==> config.mk <==
export PLATFORM = sky130hd
export DESIGN_NAME = sensor_reply_frame_parser
export DESIGN_NICKNAME = d
export VERILOG_FILES = /design/src/rtl/core/srfp_pkg.sv /design/src/rtl/core/srfp_cfg.sv /design/src/rtl/core/srfp_crc.sv /design/src/rtl/core/srfp_frame.sv /design/src/rtl/core/sensor_reply_frame_parser.sv
export SDC_FILE = /design/constraint.sdc
export NUM_CORES = 1
export LEC_CHECK = 0
export BUFFER_PORTS_ARGS = -buffer_cell sky130_fd_sc_hd__buf_2
export CELL_PAD_IN_SITES_DETAIL_PLACEMENT = 1
export CELL_PAD_IN_SITES_GLOBAL_PLACEMENT = 2
export CORE_ASPECT_RATIO = 0.5
export CORE_UTILIZATION = 30
export CTS_CLUSTER_SIZE = 24
export DETAILED_ROUTE_END_ITERATION = 7
export PLACE_DENSITY = 0.74
export SYNTH_ARGS = -nofsm -noshare
export SYNTH_HDL_FRONTEND = slang
export SYNTH_SLANG_ARGS = --single-unit
export TNS_END_PERCENT = 50
==> constraint.sdc <==
create_clock -name aclk -period 3.48 [get_ports aclk]
set_input_delay 0.696 -clock aclk [delete_from_list [all_inputs] [get_ports aclk]]
set_output_delay 0.696 -clock aclk [all_outputs]
set_load 0.02 [all_outputs]
==> src/rtl/core/srfp_pkg.sv <==
// types, constants and the crc byte update of the sensor reply frame parser
package srfp_pkg;

    localparam logic [15:0] CRC_INIT     = 16'hFFFF;
    localparam logic [15:0] CRC_POLY     = 16'hA001;
    localparam logic [7:0]  HEADER_RESET = 8'hC0;
    localparam int          FRAME_LEN    = 9;
    localparam int          CRC_LEN      = 7;
    localparam int          POS_W        = 4;

    localparam logic [POS_W-1:0] POS_FIRST = 4'd0;
    localparam logic [POS_W-1:0] POS_CRC   = 4'(CRC_LEN);
    localparam logic [POS_W-1:0] POS_LAST  = 4'(FRAME_LEN - 1);
    localparam logic [POS_W-1:0] POS_END   = 4'(FRAME_LEN);

    localparam logic [1:0] ST_OK         = 2'd0;
    localparam logic [1:0] ST_BAD_HEADER = 2'd1;
    localparam logic [1:0] ST_BAD_CRC    = 2'd2;

    localparam logic REG_HEADER = 1'b0;

    typedef struct packed {
        logic [7:0] data_byte;
        logic       frame_start;
    } srfp_in_t;

    typedef struct packed {
        logic [15:0] pm25_tenths;
        logic [15:0] pm10_tenths;
        logic [1:0]  frame_status;
    } srfp_out_t;

    // control from the frame logic to the crc accumulator
    typedef struct packed {
        logic       enable;
        logic       restart;
        logic       feed;
        logic       finish;
        logic [7:0] data;
    } srfp_crc_ctl_t;

    function automatic logic [15:0] crc_byte(input logic [15:0] crc_in, input logic [7:0] b);
        logic [15:0] c;
        c = crc_in ^ {8'h00, b};
        for (int k = 0; k < 8; k++) begin
            if (c[0]) begin
                c = (c >> 1) ^ CRC_POLY;
            end else begin
                c = c >> 1;
            end
        end
        return c;
    endfunction

endpackage

==> src/rtl/core/srfp_cfg.sv <==
// apb register block holding the expected header byte
module srfp_cfg (
    input  logic        aclk,
    input  logic        aresetn,
    input  logic        psel,
    input  logic        penable,
    input  logic        pwrite,
    input  logic [2:0]  paddr,
    input  logic [31:0] pwdata,
    output logic [31:0] prdata,
    output logic        pready,
    output logic [7:0]  expected_header
);
    import srfp_pkg::*;

    logic [7:0] header_reg;
    logic [7:0] header_next;
    logic       wr_hit;

    assign pready = 1'b1;
    assign wr_hit = psel && penable && pwrite && (paddr[2] == REG_HEADER);

    always_comb begin
        header_next = header_reg;
        if (wr_hit) begin
            header_next = pwdata[7:0];
        end
    end

    always_ff @(posedge aclk) begin
        if (!aresetn) begin
            header_reg <= HEADER_RESET;
        end else begin
            header_reg <= header_next;
        end
    end

    assign prdata = (paddr[2] == REG_HEADER) ? {24'h000000, header_reg} : 32'h00000000;
    assign expected_header = header_reg;

endmodule

==> src/rtl/core/srfp_crc.sv <==
// running crc-16 accumulator, one byte per cycle while ctl.enable and ctl.feed are high
module srfp_crc (
    input  logic                    aclk,
    input  logic                    aresetn,
    input  srfp_pkg::srfp_crc_ctl_t ctl,
    output logic [15:0]             crc
);
    import srfp_pkg::*;

    logic [15:0] crc_reg;
    logic [15:0] crc_next;
    logic [15:0] base;

    assign base = ctl.restart ? CRC_INIT : crc_reg;

    always_comb begin
        crc_next = crc_reg;
        if (ctl.enable) begin
            if (ctl.finish) begin
                crc_next = CRC_INIT;
            end else if (ctl.feed) begin
                crc_next = crc_byte(base, ctl.data);
            end else begin
                crc_next = base;
            end
        end
    end

    always_ff @(posedge aclk) begin
        if (!aresetn) begin
            crc_reg <= CRC_INIT;
        end else begin
            crc_reg <= crc_next;
        end
    end

    assign crc = crc_reg;

endmodule

==> src/rtl/core/srfp_frame.sv <==
// byte position, frame store, frame checks and the result register
module srfp_frame (
    input  logic                    aclk,
    input  logic                    aresetn,
    input  logic                    s_valid,
    output logic                    s_ready,
    input  srfp_pkg::srfp_in_t      s_data,
    output logic                    m_valid,
    input  logic                    m_ready,
    output srfp_pkg::srfp_out_t     m_data,
    input  logic [7:0]              expected_header,
    input  logic [15:0]             crc,
    output srfp_pkg::srfp_crc_ctl_t crc_ctl
);
    import srfp_pkg::*;

    logic [POS_W-1:0] pos_reg;
    logic [POS_W-1:0] pos_next;
    logic [POS_W-1:0] pos_eff;
    logic [7:0]       store_reg [0:FRAME_LEN-2];
    logic [15:0]      last_pm25_reg;
    logic [15:0]      last_pm10_reg;
    logic [15:0]      last_pm25_next;
    logic [15:0]      last_pm10_next;
    logic             m_valid_reg;
    logic             m_valid_next;
    srfp_out_t        m_data_reg;
    srfp_out_t        m_data_next;
    logic             accept;
    logic             last_byte;
    logic [15:0]      rx_crc;
    logic [1:0]       status;

    assign s_ready = !m_valid_reg || m_ready;
    assign accept  = s_valid && s_ready;

    // a start flag or a wrapped position begins a new frame
    assign pos_eff   = (s_data.frame_start || pos_reg >= POS_END) ? POS_FIRST : pos_reg;
    assign last_byte = (pos_eff == POS_LAST);
    assign rx_crc    = {s_data.data_byte, store_reg[7]};

    assign crc_ctl.enable  = accept;
    assign crc_ctl.restart = (pos_eff == POS_FIRST);
    assign crc_ctl.feed    = (pos_eff < POS_CRC);
    assign crc_ctl.finish  = last_byte;
    assign crc_ctl.data    = s_data.data_byte;

    always_comb begin
        if (store_reg[0] != expected_header) begin
            status = ST_BAD_HEADER;
        end else if (crc != rx_crc) begin
            status = ST_BAD_CRC;
        end else begin
            status = ST_OK;
        end
    end

    always_comb begin
        pos_next       = pos_reg;
        last_pm25_next = last_pm25_reg;
        last_pm10_next = last_pm10_reg;
        m_valid_next   = m_valid_reg && !m_ready;
        m_data_next    = m_data_reg;
        if (accept) begin
            if (last_byte) begin
                pos_next = POS_FIRST;
                if (status == ST_OK) begin
                    last_pm25_next = {store_reg[3], store_reg[4]};
                    last_pm10_next = {store_reg[5], store_reg[6]};
                end
                m_valid_next             = 1'b1;
                m_data_next.pm25_tenths  = last_pm25_next;
                m_data_next.pm10_tenths  = last_pm10_next;
                m_data_next.frame_status = status;
            end else begin
                pos_next = pos_eff + 4'd1;
            end
        end
    end

    always_ff @(posedge aclk) begin
        if (!aresetn) begin
            pos_reg       <= POS_FIRST;
            last_pm25_reg <= 16'h0000;
            last_pm10_reg <= 16'h0000;
            m_valid_reg   <= 1'b0;
        end else begin
            pos_reg       <= pos_next;
            last_pm25_reg <= last_pm25_next;
            last_pm10_reg <= last_pm10_next;
            m_valid_reg   <= m_valid_next;
        end
    end

    // store bytes 0 to 7, the ninth byte is used straight from the input
    always_ff @(posedge aclk) begin
        if (accept && !last_byte) begin
            store_reg[pos_eff[2:0]] <= s_data.data_byte;
        end
        m_data_reg <= m_data_next;
    end

    assign m_valid = m_valid_reg;
    assign m_data  = m_data_reg;

endmodule

==> src/rtl/core/sensor_reply_frame_parser.sv <==
// a result shows on m_valid in the cycle after the ninth byte of a frame is taken
// throughput: one byte per cycle while input is not stopped, as the unrolled crc byte update is combinational
// a held result stops input only while it waits on m_ready
// reset (aresetn low, synchronous): position 0, crc 0xFFFF, readings 0, header 0xC0
// the frame store holds no reset and is always written before it is read
module sensor_reply_frame_parser (
    input  logic                aclk,
    input  logic                aresetn,
    input  logic                s_valid,
    output logic                s_ready,
    input  srfp_pkg::srfp_in_t  s_data,
    output logic                m_valid,
    input  logic                m_ready,
    output srfp_pkg::srfp_out_t m_data,
    input  logic                psel,
    input  logic                penable,
    input  logic                pwrite,
    input  logic [2:0]          paddr,
    input  logic [31:0]         pwdata,
    output logic [31:0]         prdata,
    output logic                pready
);
    import srfp_pkg::*;

    logic [7:0]    expected_header;
    logic [15:0]   crc;
    srfp_crc_ctl_t crc_ctl;

    srfp_cfg u_cfg (
        .aclk            (aclk),
        .aresetn         (aresetn),
        .psel            (psel),
        .penable         (penable),
        .pwrite          (pwrite),
        .paddr           (paddr),
        .pwdata          (pwdata),
        .prdata          (prdata),
        .pready          (pready),
        .expected_header (expected_header)
    );

    srfp_crc u_crc (
        .aclk    (aclk),
        .aresetn (aresetn),
        .ctl     (crc_ctl),
        .crc     (crc)
    );

    srfp_frame u_frame (
        .aclk            (aclk),
        .aresetn         (aresetn),
        .s_valid         (s_valid),
        .s_ready         (s_ready),
        .s_data          (s_data),
        .m_valid         (m_valid),
        .m_ready         (m_ready),
        .m_data          (m_data),
        .expected_header (expected_header),
        .crc             (crc),
        .crc_ctl         (crc_ctl)
    );

endmodule

* Word level (Yosys, flattened, before mapping)
Memory sizes are Yosys's and may differ from the RTL's.
Index checks and enable logic that the tools add are counted.
** Word-level totals
- Bits in registers :: 95
- Latch bits :: 0
- RAM bits :: 64
- Bits in read-only memories :: 0
- Word-level logic and storage cells :: 83
- Memories :: 1
** Cells by class
- Add/sub/neg operators :: 1
- Multipliers :: 0
- Divide/modulo/power cells :: 0
- Magnitude comparators :: 2
- Eq/ne operators :: 3
- Shifts and indexed selects :: 0
- Multiplexer cells :: 43
- Bitwise logic cells :: 10
- Reductions and logical operators :: 14
** Memory list
- u_frame.store_reg :: words 8, bits a word 8, read ports 6, clocked after memory_dff 0, write ports 1, line srfp_frame.sv:20 : logic [7:0] store_reg [0:FRAME_LEN-2];
** Operators with widths (count)
- two-way mux 16 bit :: 34
- inverter 2 -> 3 bit :: 8
- != test 16 bit :: 1
- bitwise XOR 16 x 8 -> 16 bit :: 1
- two-way mux 4 bit :: 2
- two-way mux 8 bit :: 1
- != test 8 bit :: 1
- logical AND 1 bit :: 6
- adder 4 x 1 -> 4 bit, second input constant :: 1
- equality test 4 bit, second input constant :: 1
- >= comparator 4 bit, second input constant :: 1
- logical NOT 4 bit :: 1
- less-than comparator 4 x 3 -> 1 bit, second input constant :: 1
- two-way mux 1 bit :: 4
- two-way mux 2 bit :: 2
- logical NOT 1 bit :: 3
- logical NOT 2 bit :: 1
- logical OR 1 bit :: 2
- AND reduction 2 bit :: 1
- inverter 1 bit :: 1

* Logic depth before layout (Yosys ltp)
Gate-level depths: netlist of run 1.
- Word-level depth :: 45
- Depth in mapped cells :: 11
- Mapped depth without buffers :: 10

* Modules after synthesis
From an unflattened synthesis of run 1, not the netlist that was laid out.
** Unflattened totals
- Cell total of the unflattened synthesis :: 544
- Area total of the unflattened synthesis :: 6454.9 um^2
** Modules (own cells, without submodules)
- srfp_frame :: instances 1, cells an instance 355, area each 4869.7 um^2, seq. area each 3203.1 um^2
- srfp_crc :: instances 1, cells an instance 119, area each 984.7 um^2, seq. area each 320.3 um^2
- srfp_cfg :: instances 1, cells an instance 70, area each 600.6 um^2, seq. area each 160.2 um^2

* Worst setup path after synthesis of run 1
OpenSTA, ideal clock, no wires.
- Kind :: input to register
- From :: input port s_data[0] (netlist name)
- To :: register u_frame.m_data_reg, in the netlist u_frame.m_data[0], enable pin
- Library setup time :: 0.389 ns
- Arrival :: 2.769 ns
- Required time :: 3.091 ns
- Slack :: 0.322 ns
- Stages :: 8
- Cells stage by stage :: clkbuf_1 -> nor2_1 -> nand2_1 -> ha_1 -> or3b_1 -> buf_2 -> or2_4 -> inv_1
** On the way
- Word-level cells in the longest chain between the ends :: 4
** RTL lines
- start, declared :: line sensor_reply_frame_parser.sv:11 : input srfp_pkg::srfp_in_t s_data,
- logical OR 1 bit :: line srfp_frame.sv:38 : assign pos_eff = (s_data.frame_start || pos_reg >= POS_END) ? POS_FIRST : pos_reg;
- two-way mux 4 bit :: line srfp_frame.sv:38
- equality test 4 bit :: line srfp_frame.sv:39 : assign last_byte = (pos_eff == POS_LAST);
- AND reduction 2 bit (no source line)
- end signal, assigned :: line srfp_frame.sv:100 : m_data_reg <= m_data_next;
- end, declared :: line srfp_frame.sv:27 : srfp_out_t m_data_reg;
No other way between the ends.
A chain may end at the register's enable or synchronous reset.

* Worst setup path in the final report of run 1
- From :: register u_frame.pos_reg[0]
- To :: register u_frame.last_pm25_reg[3]
** On the way
- Word-level cells in the longest chain between the ends :: 5
** RTL lines
- start, declared :: line srfp_frame.sv:17 : logic [POS_W-1:0] pos_reg;
- start signal, assigned :: line srfp_frame.sv:88 : pos_reg <= pos_next;
- >= comparator 4 bit :: line srfp_frame.sv:38
- logical OR 1 bit :: line srfp_frame.sv:38
- two-way mux 4 bit (*) :: line srfp_frame.sv:38
- equality test 4 bit (*) :: line srfp_frame.sv:39
- AND reduction 2 bit (no source line) (*)
- end signal, assigned :: line srfp_frame.sv:89 : last_pm25_reg <= last_pm25_next;
- end, declared :: line srfp_frame.sv:21 : logic [15:0] last_pm25_reg;
Every way passes the cells marked *; elsewhere a longest branch is shown, timed or not.

==> impl_metrics.toml, run 1 <==
[timing]
slew_viol_final = 0
clock_skew_ns = 0.01056
grt_setup_unrepaired = "no"
fin_crit_ns = 2.826
slew_headroom = 0.4997
setup_viol = 0
hold_viol_final = 0
fin_tns_setup_ns = 0
fmax_mhz = 353.9
fin_crit_sh = 0.8120
setup_ws_ns = 0.6543
tightestPinTransition_ns = 0.7477

[synth]
synth_edf_count = 82
synth-seq-cells = 143
yosysTopAreaCell = "edfxtp_1"
synth.most_common_cell = "edfxtp_1"
synth_cell_type_count = 46
syn-cell-area_um2 = 6295
ys_warn_count = 0
yosys-top-cells-count = "82 x edfxtp_1, 61 x dfxtp_1, 45 x nand2_1, 43 x nor2b_1"
yosysTopAreaCellShare = 0.3912
synthArstFlopShare = 0
synthFlopType = "edfxtp_1"
synthTopCellsByArea = "edfxtp_1 39%, dfxtp_1 19%, mux2_2 5.9%"
seq_area_frac_synth = 0.5852
syn_inst = 501
syn_avg_cell_area_um2 = 12.56

[layout]
nets = 629
stdcell_area_um2 = 7467
drive_gt1_frac = 0.2615
largest_reg_flops = 48
area.growth.synth_to_final_pct = 18.62
layoutNonFillerInstCount = 862
antenna_cells = 0

[detailed_routing]
drt_iter0_drc = 150
wirelength_mm = 14.42
ant_nets = 0
vias = 3918
drtPass1Iterations = 6
drc = 0
wl_per_cell_um = 16.72
vias_per_cell = 4.545

[floorplan]
initial_core_util = 0.3062
dieArea_um2 = 21600
die_y_um = 104.4
core_um2 = 20550
io-pin-count = 120
fp-row-count = 37
die_w_um = 206.9

[global_route]
antenna_found_initial = 0
grt_pass1_vias = 3999
grt_max_degree = 36
grtUsageTotal = 0.1405
globalRouteOverflowTotal = 0
grt_pass1_wl_mm = 22.54

[clock_network]
clockBufferDepth = 2
htree_num_levels = 4
postCtsHoldBufs = 0
path_clk_slew_ns = 0.07
root_buffer = "clkbuf_16"
clk_latency_ns = 0.43
cts_tree = "done"
ctsResizeCount = 0
cts-buffers-inserted = 17
postCtsSetupBuffers = 0
clkSinkCount = 143

[placement]
placed_cell_area_um2 = 6902
dp_cells = 830
portBuffers = 68
dp_slack_ns = 0.3931
place_hpwl_mm = 9.618
gp_congestion = 0.7900

[critical_path]
slowest_delay_ns = 0.65
critPathArrivalTime_ns = 3.14
slowest_stage = "or4b_1"
crit_path_start_kind = "flip-flop"
worstPathRequired_ns = 3.80
crit_path_max_fanout = 32
critPathKind = "reg -> reg"
crit_chain = "or4b_1 > or3b_1 > or2_4 > nor3_4 > buf_12 > mux2i_1 > nor2b_1"
endpoint_kind = "flip-flop"

[job]
max_cap_viol_count = 0

[hold_path]
worstHoldPathType = "in -> reg"

[pwr]
vdd_drop_max_uv = 324.5
p_total_uw = 3822
powerDensity_nw_per_um2 = 511.8
power_leakage_uw = 0.002646

[run_status]
outcome = "finished clean"
[where the power goes]
group | switching, uW | internal (uW)
combinational | 147 | 110
sequential | 30.8 | 1800
clock | 777 | 954
[per-layer routing]
layer | GRT usage | share of wire | vias to the layer above
li1 | - | - | 1867
met1 | 0.1873 | 0.48 | 1968
met2 | 0.2210 | 0.47 | 68
met3 | 0.03540 | 0.035 | 15
met4 | 0.04745 | 0.012 | 0
met5 | 0 | 0 | -
[through the flow]
stage	hold WS [ns]	util
2_1_floorplan	0.4638	-
3_3_place_gp	0.4854	0.3358
3_5_place_dp	0.4914	0.3358
4_1_cts	0.4739	0.3633
5_1_grt	0.4866	0.3633
6_report	0.4922	0.3633
[critical path, delay by kind of cell (launching register included)]
kind / cells / cell delay, ns
mux: 1 / 0.24
simple gates: 5 / 1.78
buf+inv: 1 / 0.27
flops: 1 / 0.39
[cells by family (layout without fill, tap and decap cells)]
| kind of cell | after synthesis | count (layout) | synth area share |
|---|---|---|---|
| other | 2 | 25 | 0.001193 |
| adders and majority gates | 2 | 2 | 0.003975 |
| buffers and inverters | 57 | 122 | 0.05585 |
| muxes | 66 | 66 | 0.1115 |
| DFF | 143 | 143 | 0.5852 |
| AOI/OAI and AO/OA | 50 | 50 | 0.05049 |
| and+or+nand+nor | 125 | 125 | 0.1073 |
| xor gates and xnor gates | 56 | 56 | 0.08448 |
[placed cells by master (no fill, tap or decap), drive strengths merged, types with 2 or more instances in the layout]
master    instances
buf              86
a21boi            9
a21oi            14
nor4              7
edfxtp           82
mux2             33
nand3b            2
inv              10
a22oi             2
dfxtp            61
nor2b            43
o22ai            15
xnor3             3
ha                2
o21ai             2
clkinvlp          2
nand2            45
xnor2            26
xor2             27
nand2b            3
conb             25
nand3             5
clkinv            6
a211oi            2
mux2i            33
nor3              2
clkbuf           18
a21o              3
nor2              7
and2              2
[cell type report]
type,count,area [um2]
Tap cell,273,341.6
Clock inverter,14,126.4
Multi-Input combinational cell,324,2349
Sequential cell,143,3684
Fill cell,2244,13090
Timing Repair Buffer,86,513.0
Inverter,4,15.01
Clock buffer,18,439.2
[final timing paths]
check,startpoint,endpoint,slack [ns],cells past startpoint
hold reg to reg,u_cfg.expected_header[4],u_cfg.expected_header[4],0.50,2
setup reg to reg,u_frame.pos_reg[0],u_frame.last_pm25_reg[3],0.65,7
hold / removal,pwdata[6],u_cfg.expected_header[6],0.49,3
setup / recovery,u_frame.pos_reg[0],u_frame.last_pm25_reg[3],0.65,7
Note: power is estimated with default switching activity, not from simulation.
==> run 2: changes to the inputs <==
==> constraint.sdc (replaced) <==
create_clock -name aclk -period 2.6 [get_ports aclk]
set_input_delay 0.52 -clock aclk [delete_from_list [all_inputs] [get_ports aclk]]
set_output_delay 0.52 -clock aclk [all_outputs]
set_load 0.02 [all_outputs]
==> run 2 against run 1 <==
- critical path depth rose by 1
- via count rose by 0.69%
- non-clock buffer count rose by 24
- routed wire length rose by 0.26%
- first-iteration DRC count fell by 6.0%
- sequential share of layout area fell by 1.4 points
- critical endpoint is now u_frame.last_pm10_reg[15]
- largest power group unchanged
==> impl_metrics.toml, run 2 (synthesis results as in run 1) <==
[hold_path]
worstHoldPathType = "in -> reg"

[layout]
stdcell_area_um2 = 7689
layout_common_cells = "82 x edfxtp_1, 68 x buf_2, 60 x dfxtp_1"
layoutNonFillerInstCount = 886
largest_reg_flops = 48
final_common_cell = "edfxtp_1"
area.growth.synth_to_final_pct = 22.14
drive_gt1_frac = 0.2920
antenna_cells = 0
nets = 653

[placement]
placed_cell_area_um2 = 7078
dp_slack_ns = 0.02696
gp_congestion = 0.7564
portBuffers = 68
place_hpwl_mm = 9.703
dp_cells = 851

[pwr]
seqPwrFrac = 0.482
power_leakage_uw = 0.002758
vdd_drop_max_uv = 459.4
p_int_uw = 3899
powerDensity_nw_per_um2 = 661.0
comb_power_share = 0.074
sw_frac_of_total = 0.2328
pwr-share-clk = 0.444
switchingPower_uw = 1183

[floorplan]
die_y_um = 104.4
dieArea_um2 = 21600
initial_core_util = 0.3062
die_w_um = 206.9
core_um2 = 20550
io-pin-count = 120
fp-row-count = 37

[global_route]
antenna_found_initial = 0
globalRouteOverflowTotal = 0
grt_pass1_vias = 4048
grtUsageTotal = 0.1394
grt_pass1_wl_mm = 22.51
grt_max_degree = 62

[clock_network]
clockBufferDepth = 2
clkSinkCount = 143
root_buffer = "clkbuf_16"
cts-buffers-inserted = 17
clk_latency_ns = 0.42
path_clk_slew_ns = 0.06
cts_tree = "done"
htree_num_levels = 4

[detailed_routing]
wl_per_cell_um = 16.31
vias = 3945
vias_per_cell = 4.453
wirelength_mm = 14.45
drt_iter0_drc = 141
ant_nets = 0
drtPass1Iterations = 6
drc = 0

[timing]
setup_viol = 0
fmax_mhz = 398.0
slew_headroom = 0.6087
tightestPinTransition_ns = 0.5869
grt_setup_unrepaired = "no"
hold_viol_final = 0
slew_viol_final = 0
setup_ws_ns = 0.08733
clock_skew_ns = 0.007364
fin_crit_ns = 2.513
fin_crit_sh = 0.9664
fin_tns_setup_ns = 0

[job]
max_cap_viol_count = 0

[critical_path]
critPathKind = "reg -> reg"
worstPathRequired_ns = 2.91
crit_path_start_kind = "flip-flop"
crit_path_max_fanout = 11
critPathArrivalTime_ns = 2.82
endpoint_kind = "flip-flop"

[run_status]
outcome = "finished clean"
-- run 2: changes by cell type in the layout (fill, tap and decap cells not counted), moves of 2 or more --
cell      previous run  this run
buf_4               15        35
inv_6                5         2
clkbuf_1             0         2
clkinv_1             0         2
-- run 2: cell type report --
class                   count  area [um2]
multi-input cells         324        2367
inverters                   4       18.77
flip-flops and latches    143        3685
clock inverters            13       116.4
well taps                 273       341.6
fillers                  2255       12870
clock buffers              19       432.9
repair buffers            110       726.9
-- run 2: routing by layer --
layer | global-route usage | share of wire | vias up
li1 | - | - | 1905
met1 | 0.1807 | 0.47 | 1960
met2 | 0.2271 | 0.49 | 63
met3 | 0.03352 | 0.034 | 17
met4 | 0.04536 | 0.012 | 0
met5 | 0 | 0 | -
-- run 2: timing repair --
item	4_1_cts	5_1_grt
hold endpoints to repair	0	0
hold buffers	0	0
setup buffers	0	1
endpoints found under the setup margin	0	4
resized for setup	0	4
-- run 2: per-stage QoR --
stage                     hold slack [ns]  total power (uW)  utilization
after global routing               0.3173              5267       0.3741
final                              0.3177              5082       0.3741
after floorplan                    0.4638              2761            -
after global placement             0.4850              2867       0.3444
after CTS                          0.3006              5141       0.3711
after detailed placement           0.4888              2873       0.3444
-- run 2: final timing paths --
check | startpoint | endpoint | slack [ns] | cells after the start
worst max-delay path | u_frame.pos_reg[1] | u_frame.last_pm10_reg[15] | 0.09 | 8
worst min-delay path | pwdata[7] | u_cfg.expected_header[7] | 0.32 | 3
worst max register to register | u_frame.pos_reg[1] | u_frame.last_pm10_reg[15] | 0.09 | 8
worst min register to register | u_cfg.expected_header[5] | u_cfg.expected_header[5] | 0.49 | 2
-- run 2: critical path, cell delays in order, from the launching register on --
cell	delay [ns]
dfxtp_1	0.31
or4b_4	0.55
or3b_1	0.38
or2_4	0.30
nor3_4	0.24
buf_12	0.16
clkbuf_16	0.18
mux2i_1	0.21
nor2b_1	0.06
-- run 2: power by group through the flow --
stage	Sequential (uW)	Clock (uW)	Combinational (uW)
after floorplan	2480	0	280
after global placement	2500	0	371
after detailed placement	2500	0	376
after CTS	2450	2310	379
after global routing	2450	2410	410
final	2450	2260	376
